--- src/design/lscd_pkg.sv ---
// lscd_pkg: shared types, codes and sizes of the section cache directory
// depends on nothing
package lscd_pkg;
   // section size in bytes (power of two) and number of slots
   localparam int SECTION_SIZE = 4096;
   localparam int SLOT_COUNT   = 32;

   localparam logic [2:0] KIND_LOAD  = 3'd0;
   localparam logic [2:0] KIND_MOVE  = 3'd1;
   localparam logic [2:0] KIND_PATCH = 3'd2;
   localparam logic [2:0] KIND_READ  = 3'd3;
   localparam logic [2:0] KIND_WRITE = 3'd4;
   localparam logic [2:0] KIND_ERROR = 3'd5;

   typedef struct packed {
      logic        mode;
      logic [31:0] file_offset;
      logic [23:0] length;
   } req_type;

   typedef struct packed {
      logic [2:0]  kind;
      logic [4:0]  slot;
      logic [4:0]  source_slot;
      logic [31:0] section_base;
      logic [11:0] slot_offset;
      logic [23:0] data_offset;
      logic [12:0] byte_count;
      logic [13:0] bytes_available;
      logic        last;
   } rsp_type;
endpackage

--- src/design/lscd_if.sv ---
// lscd_if: valid/ready channel carrying one payload
// depends on nothing; the payload type is a parameter
interface lscd_if #(parameter type payload_type = logic) (input logic clock);
   logic        valid;
   logic        ready;
   payload_type payload;
   modport source (output valid, output payload, input ready);
   modport sink (input valid, input payload, output ready);
endinterface

--- src/design/lru_section_cache_directory_core.sv ---
// a one-section read may issue a load before its result, a two-section read up to two
// load or move commands; an overlong read gives an error without a scan; a write gives
// one patch per overlapping slot, then write done
// throughput: one request at a time, set by the single slot scan unit that visits one slot
// per cycle unless a write patch waits to be taken; reset: synchronous, bases cleared,
// stamps to slot index, counter to SLOT_COUNT; depends on lscd_pkg and lscd_if
module lru_section_cache_directory_core (
   input logic clock,
   input logic reset,
   lscd_if.sink   req,
   lscd_if.source rsp
);
   import lscd_pkg::*;
   localparam int SW = $clog2(SLOT_COUNT);
   localparam int CW = SW + 1;
   localparam logic [31:0] S = 32'(SECTION_SIZE);
   localparam logic [SW-1:0] LASTSLOT = SW'(SLOT_COUNT - 1);

   localparam logic [3:0] ST_IDLE = 4'd0, ST_SCAN = 4'd1, ST_DECIDE = 4'd2,
      ST_WSCAN = 4'd4, ST_WAIT = 4'd5, ST_STEP = 4'd6;

   logic [3:0]   state_ff;
   logic [31:0]  base_ff [SLOT_COUNT];
   logic [31:0]  stamp_ff [SLOT_COUNT];
   logic [31:0]  ctr_ff;
   req_type      rq_ff;
   logic [CW-1:0] idx_ff;
   logic         pass_ff;          // 0 first lookup, 1 second lookup
   logic         h1_ff, h2_ff;
   logic [SW-1:0] p1_ff, p2_ff, vic_ff;
   logic [31:0]  low_ff;
   logic [2:0]   step_ff;          // read sequencer step
   logic         ovalid_ff;
   rsp_type      out_ff;
   logic [3:0]   ret_ff;           // state to resume after output taken

   // shared slot compare unit
   logic [SW-1:0] si;
   logic [31:0]  key, d, e, b;
   assign si  = idx_ff[SW-1:0];
   assign b   = base_ff[si];
   assign key = pass_ff ? rq_ff.file_offset + S : rq_ff.file_offset;
   assign d   = key - b;
   assign e   = b - rq_ff.file_offset;
   logic hit;
   assign hit = d < S;

   logic [31:0] ofs, len32, sec_off;
   assign ofs = rq_ff.file_offset;
   assign len32 = {8'd0, rq_ff.length};
   assign sec_off = ofs & (S - 32'd1);
   logic two;
   assign two = ({1'b0, sec_off} + {1'b0, len32}) >= {1'b0, S};

   // slots settled: report the read without a further command
   logic [SW-1:0] p1n;
   logic          decide_done;
   logic [31:0]   run_end;
   assign p1n = p1_ff + 1'b1;
   assign decide_done = two ? (h1_ff && h2_ff && p2_ff == p1n && p1_ff != LASTSLOT) : h1_ff;
   assign run_end = (two ? base_ff[p1n] : base_ff[p1_ff]) + S;

   assign req.ready = (state_ff == ST_IDLE);
   assign rsp.valid = ovalid_ff;
   assign rsp.payload = out_ff;

   function automatic rsp_type mk(logic [2:0] k, logic [SW-1:0] s, logic [SW-1:0] src,
                                  logic [31:0] bs, logic [11:0] so, logic [23:0] dof,
                                  logic [12:0] cnt, logic [13:0] av, logic l);
      rsp_type r;
      r = '0;
      r.kind = k;
      r.slot = 5'(s);
      r.source_slot = 5'(src);
      r.section_base = bs;
      r.slot_offset = so;
      r.data_offset = dof;
      r.byte_count = cnt;
      r.bytes_available = av;
      r.last = l;
      return r;
   endfunction

   // sequencer
   always_ff @(posedge clock) begin
      if (reset) begin
         state_ff <= ST_IDLE;
         ovalid_ff <= 1'b0;
         ctr_ff <= 32'(SLOT_COUNT);
         for (int i = 0; i < SLOT_COUNT; i++) begin
            base_ff[i] <= '0;
            stamp_ff[i] <= 32'(i);
         end
      end else begin
         if (ovalid_ff && rsp.ready) ovalid_ff <= 1'b0;
         case (state_ff)
            ST_IDLE: begin
               if (req.valid) begin
                  rq_ff <= req.payload;
                  idx_ff <= '0;
                  pass_ff <= 1'b0;
                  h1_ff <= 1'b0;
                  h2_ff <= 1'b0;
                  vic_ff <= '0;
                  low_ff <= stamp_ff[0];
                  step_ff <= '0;
                  if (req.payload.mode) state_ff <= ST_WSCAN;
                  else if ({8'd0, req.payload.length} > S) begin
                     out_ff <= mk(KIND_ERROR, '0, '0, '0, '0, '0, '0, '0, 1'b1);
                     ovalid_ff <= 1'b1;
                     ret_ff <= ST_IDLE;
                     state_ff <= ST_WAIT;
                  end else state_ff <= ST_SCAN;
               end
            end
            // lookup and victim search, one slot per cycle
            ST_SCAN: begin
               if (!pass_ff) begin
                  if (hit && !h1_ff) begin h1_ff <= 1'b1; p1_ff <= si; end
                  if (stamp_ff[si] < low_ff) begin low_ff <= stamp_ff[si]; vic_ff <= si; end
               end else if (hit && !h2_ff) begin
                  h2_ff <= 1'b1; p2_ff <= si;
               end
               if (idx_ff == CW'(SLOT_COUNT - 1)) begin
                  idx_ff <= '0;
                  if (!pass_ff && two) pass_ff <= 1'b1;
                  else state_ff <= ST_DECIDE;
               end else idx_ff <= idx_ff + 1'b1;
            end
            // one command per step
            ST_DECIDE: begin
               if (decide_done) begin
                  state_ff <= ST_STEP;
               end else begin
                  ret_ff <= ST_DECIDE;
                  state_ff <= ST_WAIT;
                  ovalid_ff <= 1'b1;
                  if (!two) begin
                     base_ff[vic_ff] <= ofs - sec_off;
                     out_ff <= mk(KIND_LOAD, vic_ff, '0, ofs - sec_off, '0, '0, '0, '0, 1'b0);
                     p1_ff <= vic_ff; h1_ff <= 1'b1;
                  end else if (h1_ff && !h2_ff) begin
                     if (p1_ff == LASTSLOT) begin
                        base_ff[0] <= base_ff[p1_ff];
                        out_ff <= mk(KIND_MOVE, '0, p1_ff, base_ff[p1_ff], '0, '0, '0, '0,
                                     1'b0);
                        p1_ff <= '0;
                     end else begin
                        base_ff[p1_ff + 1'b1] <= ofs + S - sec_off;
                        out_ff <= mk(KIND_LOAD, p1_ff + 1'b1, '0, ofs + S - sec_off, '0, '0,
                                     '0, '0, 1'b0);
                        p2_ff <= p1_ff + 1'b1; h2_ff <= 1'b1;
                     end
                  end else if (h1_ff) begin
                     if (p1_ff == LASTSLOT) begin
                        if (p2_ff == '0) begin
                           base_ff[1] <= base_ff[0];
                           out_ff <= mk(KIND_MOVE, SW'(1), '0, base_ff[0], '0, '0, '0, '0,
                                        1'b0);
                           p2_ff <= SW'(1);
                        end else begin
                           base_ff[p2_ff - 1'b1] <= base_ff[p1_ff];
                           out_ff <= mk(KIND_MOVE, p2_ff - 1'b1, p1_ff, base_ff[p1_ff], '0,
                                        '0, '0, '0, 1'b0);
                           p1_ff <= p2_ff - 1'b1;
                        end
                     end else begin
                        base_ff[p1_ff + 1'b1] <= base_ff[p2_ff];
                        out_ff <= mk(KIND_MOVE, p1_ff + 1'b1, p2_ff, base_ff[p2_ff], '0, '0,
                                     '0, '0, 1'b0);
                        p2_ff <= p1_ff + 1'b1;
                     end
                  end else if (!h2_ff) begin
                     base_ff[0] <= ofs - sec_off;
                     out_ff <= mk(KIND_LOAD, '0, '0, ofs - sec_off, '0, '0, '0, '0, 1'b0);
                     p1_ff <= '0; h1_ff <= 1'b1;
                  end else if (p2_ff == '0) begin
                     base_ff[1] <= base_ff[0];
                     out_ff <= mk(KIND_MOVE, SW'(1), '0, base_ff[0], '0, '0, '0, '0, 1'b0);
                     p2_ff <= SW'(1);
                  end else begin
                     base_ff[p2_ff - 1'b1] <= ofs - sec_off;
                     out_ff <= mk(KIND_LOAD, p2_ff - 1'b1, '0, ofs - sec_off, '0, '0, '0, '0,
                                  1'b0);
                     p1_ff <= p2_ff - 1'b1; h1_ff <= 1'b1;
                  end
               end
            end
            // stamps and read done
            ST_STEP: begin
               out_ff <= mk(KIND_READ, p1_ff, '0, base_ff[p1_ff], 12'(ofs - base_ff[p1_ff]),
                            '0, '0, 14'(run_end - ofs), 1'b1);
               if (two) begin
                  stamp_ff[p1_ff] <= ctr_ff + 32'd1;
                  stamp_ff[p1n] <= ctr_ff + 32'd2;
                  ctr_ff <= ctr_ff + 32'd2;
               end else begin
                  stamp_ff[p1_ff] <= ctr_ff + 32'd1;
                  ctr_ff <= ctr_ff + 32'd1;
               end
               ovalid_ff <= 1'b1;
               ret_ff <= ST_IDLE;
               state_ff <= ST_WAIT;
            end
            // write patch scan, one slot per cycle while no patch waits to be taken
            ST_WSCAN: begin
               if (idx_ff == CW'(SLOT_COUNT)) begin
                  out_ff <= mk(KIND_WRITE, '0, '0, '0, '0, '0, '0, '0, 1'b1);
                  ovalid_ff <= 1'b1;
                  ret_ff <= ST_IDLE;
                  state_ff <= ST_WAIT;
               end else begin
                  idx_ff <= idx_ff + 1'b1;
                  if (len32 != 0 && hit) begin
                     out_ff <= mk(KIND_PATCH, si, '0, b, 12'(d), '0,
                                  13'((len32 < S - d) ? len32 : S - d), '0, 1'b0);
                     ovalid_ff <= 1'b1;
                     ret_ff <= ST_WSCAN;
                     state_ff <= ST_WAIT;
                  end else if (e != 0 && e < len32) begin
                     out_ff <= mk(KIND_PATCH, si, '0, b, '0, 24'(e),
                                  13'((len32 - e < S) ? len32 - e : S), '0, 1'b0);
                     ovalid_ff <= 1'b1;
                     ret_ff <= ST_WSCAN;
                     state_ff <= ST_WAIT;
                  end
               end
            end
            ST_WAIT: begin
               if (rsp.ready) state_ff <= ret_ff;
            end
            default: state_ff <= ST_IDLE;
         endcase
      end
   end

   // checks
   a_busy_no_ready: assert property (@(posedge clock) disable iff (reset)
      state_ff != ST_IDLE |-> !req.ready) else $error("ready while busy");
   a_wait_has_out: assert property (@(posedge clock) disable iff (reset)
      state_ff == ST_WAIT |-> ovalid_ff) else $error("wait without result");
   a_idle_no_out: assert property (@(posedge clock) disable iff (reset)
      state_ff == ST_IDLE |-> !ovalid_ff) else $error("result left over");
endmodule

--- src/flat_wrapper.sv ---
// flat-port wrapper written by rule: the top's interface ports become plain ports
module lru_section_cache_directory_core_flat import lscd_pkg::*;
  (clock, reset, req_valid, req_payload, req_ready, rsp_valid, rsp_payload, rsp_ready);
  lscd_if #(.payload_type(req_type)) req_i (.clock(clock));
  lscd_if #(.payload_type(rsp_type)) rsp_i (.clock(clock));
  input logic clock;
  input logic reset;
  input wire logic [$bits(req_i.valid)-1:0] req_valid;
  input wire logic [$bits(req_i.payload)-1:0] req_payload;
  output wire logic [$bits(req_i.ready)-1:0] req_ready;
  output wire logic [$bits(rsp_i.valid)-1:0] rsp_valid;
  output wire logic [$bits(rsp_i.payload)-1:0] rsp_payload;
  input wire logic [$bits(rsp_i.ready)-1:0] rsp_ready;
  assign req_i.valid = req_valid;
  assign req_i.payload = req_payload;
  assign req_ready = req_i.ready;
  assign rsp_valid = rsp_i.valid;
  assign rsp_payload = rsp_i.payload;
  assign rsp_i.ready = rsp_ready;
  lru_section_cache_directory_core u_core (.clock(clock), .reset(reset), .req(req_i), .rsp(rsp_i));
endmodule
--- config.mk ---
export PLATFORM = sky130hd
export DESIGN_NAME = lru_section_cache_directory_core_flat
export DESIGN_NICKNAME = d
export VERILOG_FILES = /design/src/design/lscd_pkg.sv /design/src/design/lscd_if.sv /design/src/design/lru_section_cache_directory_core.sv /design/src/flat_wrapper.sv
export SDC_FILE = /design/constraint.sdc
export NUM_CORES = 2
export LEC_CHECK = 0
export BUFFER_PORTS_ARGS = -buffer_cell sky130_fd_sc_hd__buf_4
export CAP_MARGIN = 20
export CORE_ASPECT_RATIO = 0.75
export CORE_UTILIZATION = 40
export DETAILED_ROUTE_END_ITERATION = 10
export HOLD_SLACK_MARGIN = 0.12
export PLACE_DENSITY = 0.54
export SYNTH_ARGS = -nofsm -noshare
export SYNTH_HDL_FRONTEND = slang
export SYNTH_SLANG_ARGS = --single-unit
--- constraint.sdc ---
create_clock -name clock -period 35.8 [get_ports clock]
set_input_delay 7.16 -clock clock [delete_from_list [all_inputs] [get_ports clock]]
set_output_delay 7.16 -clock clock [all_outputs]
set_load 0.1 [all_outputs]
* Word-level counts from Yosys, hierarchy flattened
Memories as Yosys holds them, arrays and structs flattened. A register that Yosys moved wholly into a read port is not among the register bits.
Cells that the tools add are included.
** Word-level totals
- Input bits :: 61
- Bits in registers :: 262
- Word-level logic and storage cells :: 332
- Memories kept :: 2
- Output and inout port bits :: 111
- RAM bits :: 2048
** Memory list
- u_core.base_ff :: words 32, bits a word 32, read ports 5, clocked after Yosys merged registers in 3, write ports 32, line lru_section_cache_directory_core.sv:23 : logic [31:0] base_ff [SLOT_COUNT];
- u_core.stamp_ff :: words 32, bits a word 32, read ports 2, clocked after Yosys merged registers in 1, write ports 32, line lru_section_cache_directory_core.sv:24 : logic [31:0] stamp_ff [SLOT_COUNT];
** Cells by class
- Equality and inequality tests :: 33
- Add/subtract/negate cells :: 16
- Reduce and logical (&&, ||, !) cells :: 37
- $lt $le $gt $ge :: 7
- Multiplexer cells :: 206
- Bitwise logic cells :: 8
** Operator list (number)
- $mux 109 :: 11
- $mux 32 :: 17
- $pmux 109 s4 :: 1
- $mux 107 :: 2
- $mux 106 :: 2
- $mux 5 :: 32
- $reduce_or 32->1 :: 5
- $mux 1 :: 107
- $lt 32x13->1 const B :: 2
- $pmux 32 s2 :: 1
- $reduce_bool 32->1 :: 2
- $sub 32x12->32 :: 2
- $sub 32x32->32 :: 2
- $mux 4 :: 15
- $ge 33x13->1 const B :: 1
- $add 32x1->32 const B :: 1
- $add 32x13->32 const B :: 1
- $add 32x2->32 const B :: 1
- $lt 24x32->1 :: 1
- $lt 32x24->1 :: 1
- $lt 32x32->1 :: 1
- $sub 13x32->32 const A :: 1
- $sub 24x32->32 :: 1
- $pmux 5 s2 :: 3
- other kinds (47) :: 94

* Longest topological paths before layout
- Depth in word-level cells :: 14
- Depth in mapped cells :: 36
- Mapped depth without buffers :: 32

* Least setup slack after synthesis
OpenSTA, ideal clock, no wires.
- Path kind :: in2reg
- Start :: input port req_payload[4]
- End :: register u_core.ret_ff[1] (enable)
- Data required time :: 35.153 ns
- Arrival time :: 13.544 ns
- Cell stages on the path :: 7
- Library setup time :: 0.647 ns
- Slack :: 21.609 ns
- Path buffers :: 0
- Cell sequence :: nor4_1 > nand3_1 > a21oi_1 > or3b_2 > a21oi_1 > nand2_1 > a31oi_1
** On the way
- Word-level cells in the longest chain between the ends :: 3
** Ends and longest elaborated chain
- from (decl) :: line flat_wrapper.sv:9 : input wire logic [$bits(req_i.payload)-1:0] req_payload;
- $gt 24x13->1 :: line lru_section_cache_directory_core.sv:108 : else if ({8'd0, req.payload.length} > S) begin
- $ne 2x1->1 (no line)
- $reduce_and 7->1 (no line)
- to (signal assigned) :: line lru_section_cache_directory_core.sv:111 : ret_ff <= ST_IDLE;
- to (signal assigned) :: line lru_section_cache_directory_core.sv:135 : ret_ff <= ST_DECIDE;
- to (signal assigned) :: line lru_section_cache_directory_core.sv:202 : ret_ff <= ST_IDLE;
- to (decl) :: line lru_section_cache_directory_core.sv:35 : logic [3:0] ret_ff;
Every way passes these cells.
A chain may end at the register's enable or synchronous reset.

==> impl_metrics.json <==
{
  "outcome": "completed",
  "cts_resized": 0,
  "grt_pass1_vias": 101000,
  "track_usage_pct": 33.0,
  "dieHeight_um": 513,
  "synth_seq_area_share_pct": 49.8,
  "gp_congestion": 0.975,
  "pin_count": 172,
  "setup_violations": 0,
  "synthesis.area_mm2": 0.139,
  "grt_max_degree": 97,
  "fin_skew_ns": 0.131,
  "hold_class": "reg -> reg",
  "synth_cell_types": 102,
  "syn_area_per_cell_um2": 12.6,
  "cts_tree": "yes",
  "antenna_found_initial": 44,
  "via_per_inst": 7.00,
  "grt_setup_unrepaired": "false",
  "critical_path_required_ns": 36.19,
  "drt_first_pass_iters": 8,
  "fin_crit_sh_pct": 31.3,
  "grt.overflow.total": 0,
  "htreeDepth": 4,
  "syn-num-nets": 11300,
  "synth.yosys.warnings": 0,
  "clk_latency_ns": 1.00,
  "num_rows": 187,
  "drt_drc_violations_left": 0,
  "clock_sinks": 2322,
  "hold_buffers": 0,
  "ys_seq_elements": 2322,
  "cts-root-buf": "clkbuf_16",
  "critical_path_class": "in -> reg",
  "synthCells": 11000,
  "post-cts-setup-buffer-count": 0,
  "synth_edf_count": 2271,
  "async_flop_share_pct": 0,
  "area_delta_synth_final_pct": 12.0,
  "cts_buffers": 249,
  "post-route-min-period_ns": 11.21,
  "drt-initial-drc-count": 20000,
  "cts.path.max_buffers": 4,
  "nNetsFinal": 10900,
  "worstPathArrival_ns": 11.61,
  "hpwlAfterDp_um": 385000,
  "grt_pass1_wl_um": 811000,
  "fin_tns_setup_ns": 0,
  "worstPathMaxFanout": 33,
  "worst-slew-pin-transition_ns": 1.28,
  "dp.cells": 15000,
  "vdd_ir_drop_max_mv": 0.0678,
  "drv_cap": 0,
  "drive_gt1_share_pct": 25.6,
  "slew_headroom_pct": 14.5,
  "endpoint_kind": "flop",
  "clk_pin_slew_ns": 0.07,
  "ant_nets": 0,
  "core-area_mm2": 0.346,
  "leakagePower_uw": 0.0516,
  "avgRoutedWirePerCell_um": 38.2,
  "die-area_mm2": 0.350,
  "wl_um": 593000,
  "max_freq_mhz": 89.2,
  "initial_core_util_pct": 40.2,
  "synth_flop_cell": "edfxtp_1",
  "numPortBuffers": 171,
  "via_count": 109000,
  "power_per_cell_area_mw_per_mm2": 84.5,
  "drv_slew": 0,
  "fp.dieW_um": 683,
  "hold_viol": 0,
  "stdcell_count": 15500,
  "critPathLaunchType": "primary input"
}
[metrics by stage]
| stage | total power, µW | utilization, % | hold slack, ns | instance area, µm² | setup WS (ns) |
|---|---|---|---|---|---|
| finish | 13200 | 45.0 | 0.545 | 156000 | 24.59 |
| global route | 13600 | 45.0 | 0.552 | 156000 | 24.58 |
| CTS | 12900 | 44.8 | 0.521 | 155000 | 25.02 |
| detailed placement | 10200 | 42.4 | 0.530 | 147000 | 24.07 |
| global placement | 10200 | 42.3 | 0.509 | 146000 | 24.17 |
| floorplan | 7840 | - | 0.497 | 139000 | 21.61 |
[critical path: stages]
cell and delay (ns):
buf_4 0.22, nor2_1 0.74, o21ai_1 0.68, o221ai_1 0.84
nor2_1 0.28, nand3_2 0.14, buf_4 0.75, nand2_4 0.74
[final cells by class]
class / instances / area, µm²
fill: 30700 / 190000
sequential: 2322 / 69300
multi-input combinational: 7300 / 66500
clock buffer: 300 / 6530
tap: 4630 / 5790
timing repair buffer: 606 / 5290
clock inverter: 155 / 1660
inverter: 182 / 692
antenna: 38 / 95.1
[cell usage in the layout, fill, tap and decap left out, drive strengths merged, types with 23 or more instances in the layout]
cell type,n
or3,50
o21ai,952
nand3,829
o22ai,328
ha,198
mux2i,83
nor2,1341
a21oi,268
clkbuf,302
a211oi,44
o21a,23
nand2b,32
xor2,89
a21o,51
xnor2,180
dfxtp,51
nand4,59
bufinv,33
o221ai,53
nor2b,30
nor3,104
edfxtp,2271
a31oi,47
nor4,47
inv,179
diode,38
nand2,612
buf,604
o211ai,44
clkinv,109
mux4,1386
mux2,102
and3,47
[kinds of logic after synthesis]
kind of cell	synth area share [%]
adder cells (fa/ha/maj)	1.94
flip-flops	49.8
multiplexers	23.9
AO/OA/AOI/OAI	8.62
buffers and inverters	3.75
XOR/XNOR	1.74
AND/OR/NAND/NOR	10.3
[state kept, by name, indices dropped and copies added (netlist names), named ones only]
signal	cells
u_core.p2_ff	5
u_core.h1_ff	1
u_core.len32	24
u_core.ret_ff	2
u_core.pass_ff	1
u_core.base_ff	1024
u_core.ofs	32
u_core.idx_ff	6
u_core.state_ff	3
u_core.rsp.valid	1
u_core.ctr_ff	32
u_core.h2_ff	1
u_core.low_ff	32
u_core.rsp.payload	109
u_core.stamp_ff	1024
u_core.vic_ff	5
u_core.p1_ff	5
[synthesized netlist by cell type (83+ instances only)]
cell	instances	area, µm²
a21oi_1	268	1340
edfxtp_1	2271	68200
buf_1	167	627
nor3_1	101	505
o21ai_0	944	4720
o22ai_1	328	2050
mux4_2	1386	31200
xor2_1	89	780
inv_1	172	646
mux2_2	97	1090
nand2_1	612	2300
nand3_1	828	4140
mux2i_1	83	831
xnor2_1	180	1580
ha_1	198	2480
clkbuf_1	992	3720
nor2_1	1341	5030
[worst paths after layout]
| path | from | end | slack, ns | cells after the start |
|---|---|---|---|---|
| setup reg to reg | flop | u_core.rsp.payload[15] | 24.75 | 27 |
| setup / recovery | reset | u_core.base_ff[5][31] | 24.59 | 8 |
| hold reg to reg | u_core.stamp_ff[0][6] | u_core.low_ff[6] | 0.55 | 2 |
| hold / removal | u_core.stamp_ff[0][6] | u_core.low_ff[6] | 0.55 | 2 |
[routing by layer]
layer  share of wire [%]  vias to the layer above  global-route usage [%]
met1                  38                    55500                    45.2
met4                 3.8                       34                    10.1
met5                0.13                        -                    1.13
met2                  40                     9358                    43.7
met3                  19                     1357                    18.6
li1                    -                    42500                       -
[power by group]
group	switching [µW]	leakage, µW	total (µW)	internal, µW
clock network	1170	0.00398	2700	1530
logic	4480	0.0243	7070	2580
registers	227	0.0234	3390	3170
total	5890	0.0516	13200	7280
(Power assumes the default switching activity.)
